$ cat config.mk
export PLATFORM = sky130hd
export DESIGN_NAME = spme_front
export DESIGN_NICKNAME = d
export VERILOG_FILES = /design/src/rtl/spme_pkg.sv /design/src/rtl/spme_front.sv
export SDC_FILE = /design/constraint.sdc
export NUM_CORES = 1
export LEC_CHECK = 0
export BUFFER_PORTS_ARGS = -buffer_cell sky130_fd_sc_hd__buf_4
export CAP_MARGIN = 20
export CORE_AREA = 2 2 266 268
export CTS_CLUSTER_SIZE = 25
export DETAILED_ROUTE_END_ITERATION = 6
export DIE_AREA = 0 0 268 270
export SYNTH_ARGS = -nofsm -noshare
export SYNTH_HDL_FRONTEND = slang
export SYNTH_SLANG_ARGS = --single-unit
$ cat constraint.sdc
create_clock -name clk -period 63.7 [get_ports clk]
set_input_delay 6.37 -clock clk [delete_from_list [all_inputs] [get_ports clk]]
set_output_delay 6.37 -clock clk [all_outputs]
set_load 0.02 [all_outputs]
$ cat src/rtl/spme_pkg.sv
// ============================================================================
// spme_pkg
// Shared types, constants and fixed-point helpers of the pose matrix engine.
// ============================================================================
package spme_pkg;

    localparam int MAX_JOINTS = 256;
    localparam int JW         = $clog2(MAX_JOINTS);
    localparam int ROW_DEPTH  = MAX_JOINTS * 3;
    localparam int RAW        = $clog2(ROW_DEPTH);
    localparam int QDEPTH     = 2;
    localparam int QAW        = $clog2(QDEPTH);
    localparam int PAW        = 1;
    localparam int PCW        = 5;

    localparam logic signed [49:0] QONE    = 50'sd65536;
    localparam logic signed [49:0] SAT_MAX = 50'sd2147483647;
    localparam logic signed [49:0] SAT_MIN = -50'sd2147483648;

    localparam logic [PAW-1:0] ADDR_WORLD_MODE = '0;

    typedef enum logic [1:0] {
        KIND_POSE   = 2'd0,
        KIND_BIND   = 2'd1,
        KIND_INV    = 2'd2,
        KIND_PARENT = 2'd3
    } kind_t;

    typedef struct packed {
        kind_t           kind;
        logic [JW-1:0]   joint;
        logic [1:0]      row;
        logic            par_ok;
        logic [JW-1:0]   par;
        logic [3:0][31:0] q;
        logic [2:0][31:0] s;
        logic [2:0][31:0] t;
    } item_t;

    typedef struct packed {
        logic  valid;
        item_t item;
    } head_t;

    typedef enum logic [2:0] {
        OP_JM,
        OP_LD,
        OP_MM,
        OP_T2A,
        OP_T2B,
        OP_WR,
        OP_WCHK,
        OP_EMIT
    } op_t;

    typedef enum logic [1:0] {
        SRC_BIND,
        SRC_INV,
        SRC_POSE
    } src_t;

    typedef struct packed {
        op_t            op;
        src_t           src;
        logic           use_par;
        logic           dst_b;
        logic [PCW-1:0] next;
    } uop_t;

    localparam logic [PCW-1:0] PC_PARENT = 5'd0;
    localparam logic [PCW-1:0] PC_ROOT   = 5'd9;
    localparam logic [PCW-1:0] PC_EMIT   = 5'd17;

    // Sequence of matrix steps for one pose transaction.
    function automatic uop_t uop(input logic [PCW-1:0] pc);
        uop_t u;
        u = '{op: OP_EMIT, src: SRC_BIND, use_par: 1'b0, dst_b: 1'b0, next: PC_EMIT};
        unique case (pc)
            5'd0:  u = '{OP_JM,   SRC_BIND, 1'b0, 1'b1, 5'd1};
            5'd1:  u = '{OP_LD,   SRC_BIND, 1'b1, 1'b0, 5'd2};
            5'd2:  u = '{OP_MM,   SRC_BIND, 1'b0, 1'b0, 5'd3};
            5'd3:  u = '{OP_T2A,  SRC_BIND, 1'b0, 1'b0, 5'd4};
            5'd4:  u = '{OP_LD,   SRC_INV,  1'b0, 1'b1, 5'd5};
            5'd5:  u = '{OP_MM,   SRC_BIND, 1'b0, 1'b0, 5'd6};
            5'd6:  u = '{OP_T2B,  SRC_BIND, 1'b0, 1'b0, 5'd7};
            5'd7:  u = '{OP_LD,   SRC_POSE, 1'b1, 1'b0, 5'd8};
            5'd8:  u = '{OP_MM,   SRC_BIND, 1'b0, 1'b0, 5'd12};
            5'd9:  u = '{OP_JM,   SRC_BIND, 1'b0, 1'b0, 5'd10};
            5'd10: u = '{OP_LD,   SRC_INV,  1'b0, 1'b1, 5'd11};
            5'd11: u = '{OP_MM,   SRC_BIND, 1'b0, 1'b0, 5'd12};
            5'd12: u = '{OP_WR,   SRC_BIND, 1'b0, 1'b0, 5'd13};
            5'd13: u = '{OP_WCHK, SRC_BIND, 1'b0, 1'b0, 5'd14};
            5'd14: u = '{OP_T2A,  SRC_BIND, 1'b0, 1'b0, 5'd15};
            5'd15: u = '{OP_LD,   SRC_BIND, 1'b0, 1'b1, 5'd16};
            5'd16: u = '{OP_MM,   SRC_BIND, 1'b0, 1'b0, 5'd17};
            default: u = '{OP_EMIT, SRC_BIND, 1'b0, 1'b0, PC_EMIT};
        endcase
        return u;
    endfunction

    function automatic logic signed [31:0] sat32(input logic signed [49:0] v);
        logic signed [31:0] r;
        if (v > SAT_MAX)
            r = 32'sh7fffffff;
        else if (v < SAT_MIN)
            r = 32'sh80000000;
        else
            r = v[31:0];
        return r;
    endfunction

    // Q16.16 product with floor rounding.
    function automatic logic signed [49:0] qshift(input logic signed [63:0] p);
        logic signed [63:0] s;
        s = p >>> 16;
        return s[49:0];
    endfunction

    function automatic logic [RAW-1:0] row_addr(input logic [JW-1:0] j,
                                                 input logic [1:0] r);
        return RAW'({j, 1'b0}) + RAW'(j) + RAW'(r);
    endfunction

    function automatic logic [3:0] idx3(input logic [1:0] r, input logic [1:0] k);
        return 4'({r, 1'b0}) + 4'(r) + 4'(k);
    endfunction

endpackage

$ cat src/rtl/spme_front.sv
// ============================================================================
// spme_front
// Accepts input transactions, drops the ones that have no effect, classifies
// the rest and holds them in a short queue for the back end.
// ============================================================================
module spme_front (
    input  logic                 clk,
    input  logic                 rst_n,
    input  logic                 start,
    output logic                 busy,
    input  logic [1:0]           action,
    input  logic [7:0]           joint,
    input  logic signed [31:0]   rot_x,
    input  logic signed [31:0]   rot_y,
    input  logic signed [31:0]   rot_z,
    input  logic signed [31:0]   rot_w,
    input  logic signed [31:0]   scale_x,
    input  logic signed [31:0]   scale_y,
    input  logic signed [31:0]   scale_z,
    input  logic signed [31:0]   trans_x,
    input  logic signed [31:0]   trans_y,
    input  logic signed [31:0]   trans_z,
    output spme_pkg::head_t      head,
    input  logic                 pop
);
    import spme_pkg::*;

    item_t          entry_reg [QDEPTH];
    logic [QAW-1:0] wp_reg, wp_next;
    logic [QAW-1:0] rp_reg, rp_next;
    logic [QAW:0]   cnt_reg, cnt_next;
    item_t          cls;
    logic           keep;
    logic           push;

    always_comb
    begin
        logic joint_ok;
        logic row_ok;
        joint_ok   = {24'd0, joint} < 32'(MAX_JOINTS);
        row_ok     = (scale_x >= 32'sd0) && (scale_x <= 32'sd2);
        cls.kind   = kind_t'(action);
        cls.joint  = joint[JW-1:0];
        cls.row    = scale_x[1:0];
        cls.par_ok = (scale_x >= 32'sd0) && (scale_x < 32'(MAX_JOINTS));
        cls.par    = scale_x[JW-1:0];
        cls.q      = {rot_w, rot_z, rot_y, rot_x};
        cls.s      = {scale_z, scale_y, scale_x};
        cls.t      = {trans_z, trans_y, trans_x};
        unique case (cls.kind)
            KIND_BIND, KIND_INV: keep = joint_ok && row_ok;
            default:             keep = joint_ok;
        endcase
    end

    assign busy = (cnt_reg == (QAW+1)'(QDEPTH));
    assign push = start && !busy && keep;

    always_comb
    begin
        wp_next  = wp_reg;
        rp_next  = rp_reg;
        cnt_next = cnt_reg;
        if (push)
            wp_next = (wp_reg == QAW'(QDEPTH - 1)) ? '0 : wp_reg + 1'b1;
        if (pop)
            rp_next = (rp_reg == QAW'(QDEPTH - 1)) ? '0 : rp_reg + 1'b1;
        if (push && !pop)
            cnt_next = cnt_reg + 1'b1;
        else if (pop && !push)
            cnt_next = cnt_reg - 1'b1;
    end

    always_ff @(posedge clk or negedge rst_n)
    begin
        if (!rst_n)
        begin
            wp_reg  <= '0;
            rp_reg  <= '0;
            cnt_reg <= '0;
        end
        else
        begin
            wp_reg  <= wp_next;
            rp_reg  <= rp_next;
            cnt_reg <= cnt_next;
        end
    end

    always_ff @(posedge clk)
    begin
        if (push)
            entry_reg[wp_reg] <= cls;
    end

    assign head.valid = (cnt_reg != '0);
    assign head.item  = entry_reg[rp_reg];

endmodule

Word-level counts from Yosys, hierarchy flattened
Memory sizes are Yosys's and may differ from the RTL's.
Index checks and enable logic that the tools add are counted.
- register bits after elaboration: 4
- bits in writable memories: 682
- input port bits: 334
- output and inout port bits: 343
- word-level logic and storage cells: 33
- memories: 1
- memory list (name ; words ; bits a word ; rd ports ; clocked after memory_dff ; wr ports ; RTL line ; RTL):
    entry_reg ; 2 ; 341 ; 1 ; 0 ; 1 ; spme_front.sv:28 ; item_t entry_reg [QDEPTH];
- add/subtract/negate cells: 4
- $lt $le $gt $ge: 3
- eq/ne operators: 3
- multiplexer cells: 7
- reduce and logical (&&, ||, !) cells: 12
- operators by type and width (cell ; count):
    >= comparator 32 x 1 -> 1 bit (second input constant) ; 1
    <= comparator 32 x 3 -> 1 bit (second input constant) ; 1
    < comparator 32 x 10 -> 1 bit (second input constant) ; 1
    logical AND 1 bit ; 6
    2-to-1 mux 1 bit ; 5
    equality test 2 bit (second input constant) ; 2
    2-to-1 mux 2 bit ; 2
    nonzero test 2 bit ; 2
    logical NOT 1 bit ; 3
    adder 1 bit (second input constant) ; 2
    adder 2 x 1 -> 2 bit (second input constant) ; 1
    equality test 2 x 1 -> 1 bit (second input constant) ; 1
    OR reduction 2 bit ; 1
    subtractor 2 x 1 -> 2 bit (second input constant) ; 1

Longest topological paths before layout
- word-level depth: 8
- mapped depth: 8
- depth with buffers taken out: 8

Least setup slack after synthesis
Ideal clock, no wire load.
- path type: input-to-reg
- start point: in scale_x[10]
- end point: mem entry_reg[1][0] (netlist bit), enable pin
- library setup time: 1.498 ns
- arrival time: 30.790 ns
- data required time: 62.202 ns
- slack: 31.412 ns
- stages: 4
- cells stage by stage: nor4_2 -> nand4_1 -> o21a_1 -> nor3b_1
- word-level cells in the longest chain between the ends: 6
- elaborated cells on any way between the ends: 7
- those cells by class: order compare (2); mux (3); reduce/logical (2)
- RTL lines (item ; RTL line ; RTL):
    start, declared ; spme_front.sv:17 ; input logic signed [31:0] scale_x,
    >= comparator 32 x 1 -> 1 bit / <= comparator 32 x 3 -> 1 bit (equally long branches) ; spme_front.sv:41 ; row_ok = (scale_x >= 32'sd0) && (scale_x <= 32'sd2);
    logical AND 1 bit * ; spme_front.sv:41 ;
    2-to-1 mux 1 bit * ; spme_front.sv:50 ; unique case (cls.kind)
    logical AND 1 bit * ; spme_front.sv:57 ; assign push = start && !busy && keep;
    2-to-1 mux 1 bit * ; spme_front.sv:92 ; if (push)
    2-to-1 mux 1 bit (not written as such) * ; spme_front.sv:93 ; entry_reg[wp_reg] <= cls;
    end, declared ; spme_front.sv:28 ;
Mark *: on every way between the ends. The rest lies on a longest branch, timed or not.

==> flow_results.org <==
** Critical path
- End of the worst register-to-register path :: entry_reg[1][50]
- Dominant cell type by count on the critical path :: buf_4
- Signal arrival time at the worst endpoint :: 3.94 ns
- STA classifies the critical path startpoint as a flip-flop.
- In this run the critical register-to-register path is launched from cnt_reg[1].
- Required arrival time at the worst endpoint :: 57.33 ns
- The worst setup path is captured at an output pin.
- For this design, the slowest cell found on the critical path is dfrtp_4.
- Across all register-to-register paths, the minimum setup slack is 60.47 ns.
- In this run the worst path has a maximum fanout of 72.
- On the worst path, the slowest cell contributes a delay of 0.86 ns.
- Traced cell by cell, the critical path runs through buf_4, buf_4, mux2_2, buf_4.
- The critical path is of the flip-flop to output pin type.
- Logic depth of the worst register-to-register path :: 5

** Cells and area
- Most frequent cells in the layout :: buf_4 (684), edfxtp_1 (662), mux2_2 (331), clkbuf_16 (75), clkbuf_1 (22)
- Most common cell after layout, fill and taps aside :: buf_4
- Flip-flop count of the largest register, all copies and words added :: 662
- Relative to the synthesized area, the layout overhead comes to 34.8%.
- The net count of the finished layout is 2,126.
- Measured on the finished design, the core utilization comes to 46.9%.
- Share of post-route cells with drive strength above 1 :: 60.7%

** STA
- Dividing the final minimum period by the clock period gives 16.2%.
- Setup repair after global routing left no endpoint under its margin.
- Between clock sinks in the finished design, the worst skew comes to 0.0208 ns.
- Summed over all failing endpoints, the final setup total negative slack is 0 ns.
- Min Tclk post-route :: 10.31 ns
- Smallest setup slack after layout :: 53.39 ns
- The total count of max-transition violations in the final report is 0.
- # setup viols final :: 0
- Tightest Pin Transition :: 1.10 ns
- Final Hold Violating Endpoints :: 0
- Based on the critical path, the design can be clocked at up to 97.0 MHz.
- Measured against its own limit, the worst slew margin works out to 26.5%.

** Logic synthesis
- The netlist uses 25 different library cells.
- Warning count from the yosys run :: 0
- Cell area after synthesis :: 0.0242 mm2
- Register bit count reported by yosys :: 666
- Mean instance size in the synthesized netlist :: 22.5 um2
- Counting every net in the synthesized netlist gives 1,411.
- Part of the Yosys area used for sequential elements :: 82.5%
- Gate count of the mapped netlist :: 1,076

** Worst hold path
- Counting instances, the worst hold path has a depth of 1.
- Critical hold path startpoint :: cnt_reg[1]
- Hold crit path type :: flip-flop to flip-flop
- For hold timing, the worst endpoint is cnt_reg[1].

** Power
- Total power :: 1.42 mW
- For this design the static power due to leakage is 11.9 nW.
- Power spread over the standard cell area amounts to 43.6 mW/mm2.
- IR analysis of the VDD net gives a maximum drop of 0.0333 mV.

** Global route
- The initial antenna violation count was 3.
- Total congestion overflow after global routing :: 0
- The first global-routing pass estimated 82.8 mm of wire.
- Global routing consumed, over all layers together, 15.3% of the routing resources.
- Entering global routing, the biggest net connects 159 pins.
- Vias in the first global route :: 13,400

** Placed design
- Port buffering added 676 buffers.
- Timing analysis after detailed placement gives a worst setup slack of 53.64 ns.
- Routability congestion estimate :: 0.769
- Final HPWL from detailed placement :: 39.5 mm

** Clock network
- CTS saw 666 sinks.
- The root buffer cell chosen for the clock tree is clkbuf_16.
- TritonCTS built the clock tree.
- CTS H-tree depth :: 3
- Cts hold-fix bufs :: 0
- For the worst-skew pair, the clock arrives at the later sink with an insertion delay of 0.60 ns.
- After clock tree synthesis, the clock-pin slew on the worst setup and hold paths is 0.05 ns.
- Counting along the longest clock path gives a buffer depth of 3.
- After clock tree synthesis, the repair step resized 0 gates.
- Once the clock tree was built, the setup fixing pass inserted 0 buffers.
- Number of buffers inserted during clock tree synthesis :: 72

** Floorplanning
- The die covers 0.0724 mm2.
- The die is 268 um wide.
- The region available for standard cell placement spans 0.0695 mm2.
- After floorplanning, the core was divided into 97 placement rows.
- From bottom edge to top edge, the die measures 270 um.
- Effective utilization at floorplan :: 34.8%
- Pin placement for this block handled 677 I/O pins.

** Drt
- After detailed routing, the number of vias per cell comes to 4.53.
- After detailed routing, the number of remaining DRC violations is 0.
- Average wire length per cell after detail routing :: 20.6 um
- For this block, the routed nets add up to 57.4 mm of wire.
- Before antenna repair, the detailed router went through 4 iterations.
- The detailed router placed 12,600 vias in this run.
- For this block, the initial DRC count from the detailed router was 696.
- The count of nets left with antenna violations once routing finished came out at 0.

** Run status
- The flow ran to the end, and the final reports show no timing, DRC or antenna violations.

** Flow run
- Number of violations of the max-capacitance limit :: 0
==> stage by stage <==
step                      instance area (um2)  std cells  hold WS [ns]
after floorplan                         24200       1076         0.447
after global placement                  30300       2656         0.466
after detailed placement                30300       2657         0.476
after CTS                               32600       2786         0.483
after global routing                    32600       2787         0.512
final                                   32600       2787         0.475
==> report_power, final <==
part / internal, mW / total [mW] / leakage, nW / switching [mW]
registers: 0.547 / 0.564 / 6.10 / 0.0165
logic: 0.202 / 0.455 / 4.69 / 0.254
clock network: 0.238 / 0.402 / 1.10 / 0.164
==> kinds of logic after synthesis <==
| kind of cell | count (synthesis) | synth area share, % |
|---|---|---|
| buf+inv | 48 | 1.05 |
| mux | 331 | 15.4 |
| compound gates | 3 | 0.0931 |
| xor+xnor | 5 | 0.181 |
| flops | 666 | 82.5 |
| fa+ha+maj | 1 | 0.0517 |
| simple gates | 22 | 0.693 |
==> cells in the mapped netlist <==
| library cell | number | share of area, % |
|---|---|---|
| or3_1 | 1 | 0.026 |
| nor2b_2 | 1 | 0.036 |
| buf_4 | 10 | 0.31 |
| o21a_1 | 1 | 0.031 |
| nor3b_1 | 1 | 0.031 |
| or2_2 | 1 | 0.026 |
| clkbuf_1 | 7 | 0.11 |
| or2b_1 | 1 | 0.031 |
| xor2_1 | 4 | 0.14 |
| edfxtp_1 | 662 | 82 |
| ha_1 | 1 | 0.052 |
| nor2_1 | 3 | 0.047 |
| nor4_1 | 1 | 0.026 |
| xnor2_1 | 1 | 0.036 |
| nand2_1 | 2 | 0.031 |
| inv_1 | 1 | 0.015 |
| nand4_1 | 3 | 0.078 |
| a211oi_1 | 1 | 0.031 |
| buf_2 | 30 | 0.62 |
| mux2_2 | 331 | 15 |
| dfrtp_1 | 4 | 0.41 |
| nor3_1 | 1 | 0.021 |
| o211ai_1 | 1 | 0.031 |
| or4_1 | 1 | 0.031 |
| nor4_2 | 6 | 0.31 |
==> worst max-delay path: cells and delay by family (launching register included) <==
family / cells / cell delay (ns)
mux: 1 / 0.48
buf+inv: 3 / 1.87
flops: 1 / 0.86
==> worst max-delay path by stage <==
stage | from | end | slack [ns] | depth (start not counted)
final | rp_reg | head[199] | 53.39 | 4
after detailed placement | scale_x[1] | entry_reg[1][48] | 53.64 | 7
after global placement | scale_x[6] | entry_reg[0][207] | 53.26 | 7
after global routing | rp_reg | head[199] | 53.13 | 4
after CTS | rp_reg | head[199] | 53.28 | 4
after floorplan | scale_x[10] | entry_reg[1][0] | 31.41 | 4
==> cell type report <==
| class | instances | area, um2 |
|---|---|---|
| Clock buffer | 98 | 1970 |
| Antenna cell | 1 | 2.50 |
| Sequential cell | 666 | 20000 |
| Multi-Input combinational cell | 362 | 3980 |
| Fill cell | 5945 | 36900 |
| Inverter | 1 | 3.75 |
| Timing Repair Buffer | 688 | 5200 |
| Tap cell | 940 | 1180 |
| Clock inverter | 31 | 318 |
==> per-layer routing <==
layer  share of wire, %  GRT usage, %  up-vias
li1                   -             -     5741
met1                 35          16.0     6340
met2                 53          27.7      454
met3                9.4          5.92       97
met4                2.7          5.57        4
met5              0.054             0        -
No activity file was read; power rests on OpenSTA's default activity.
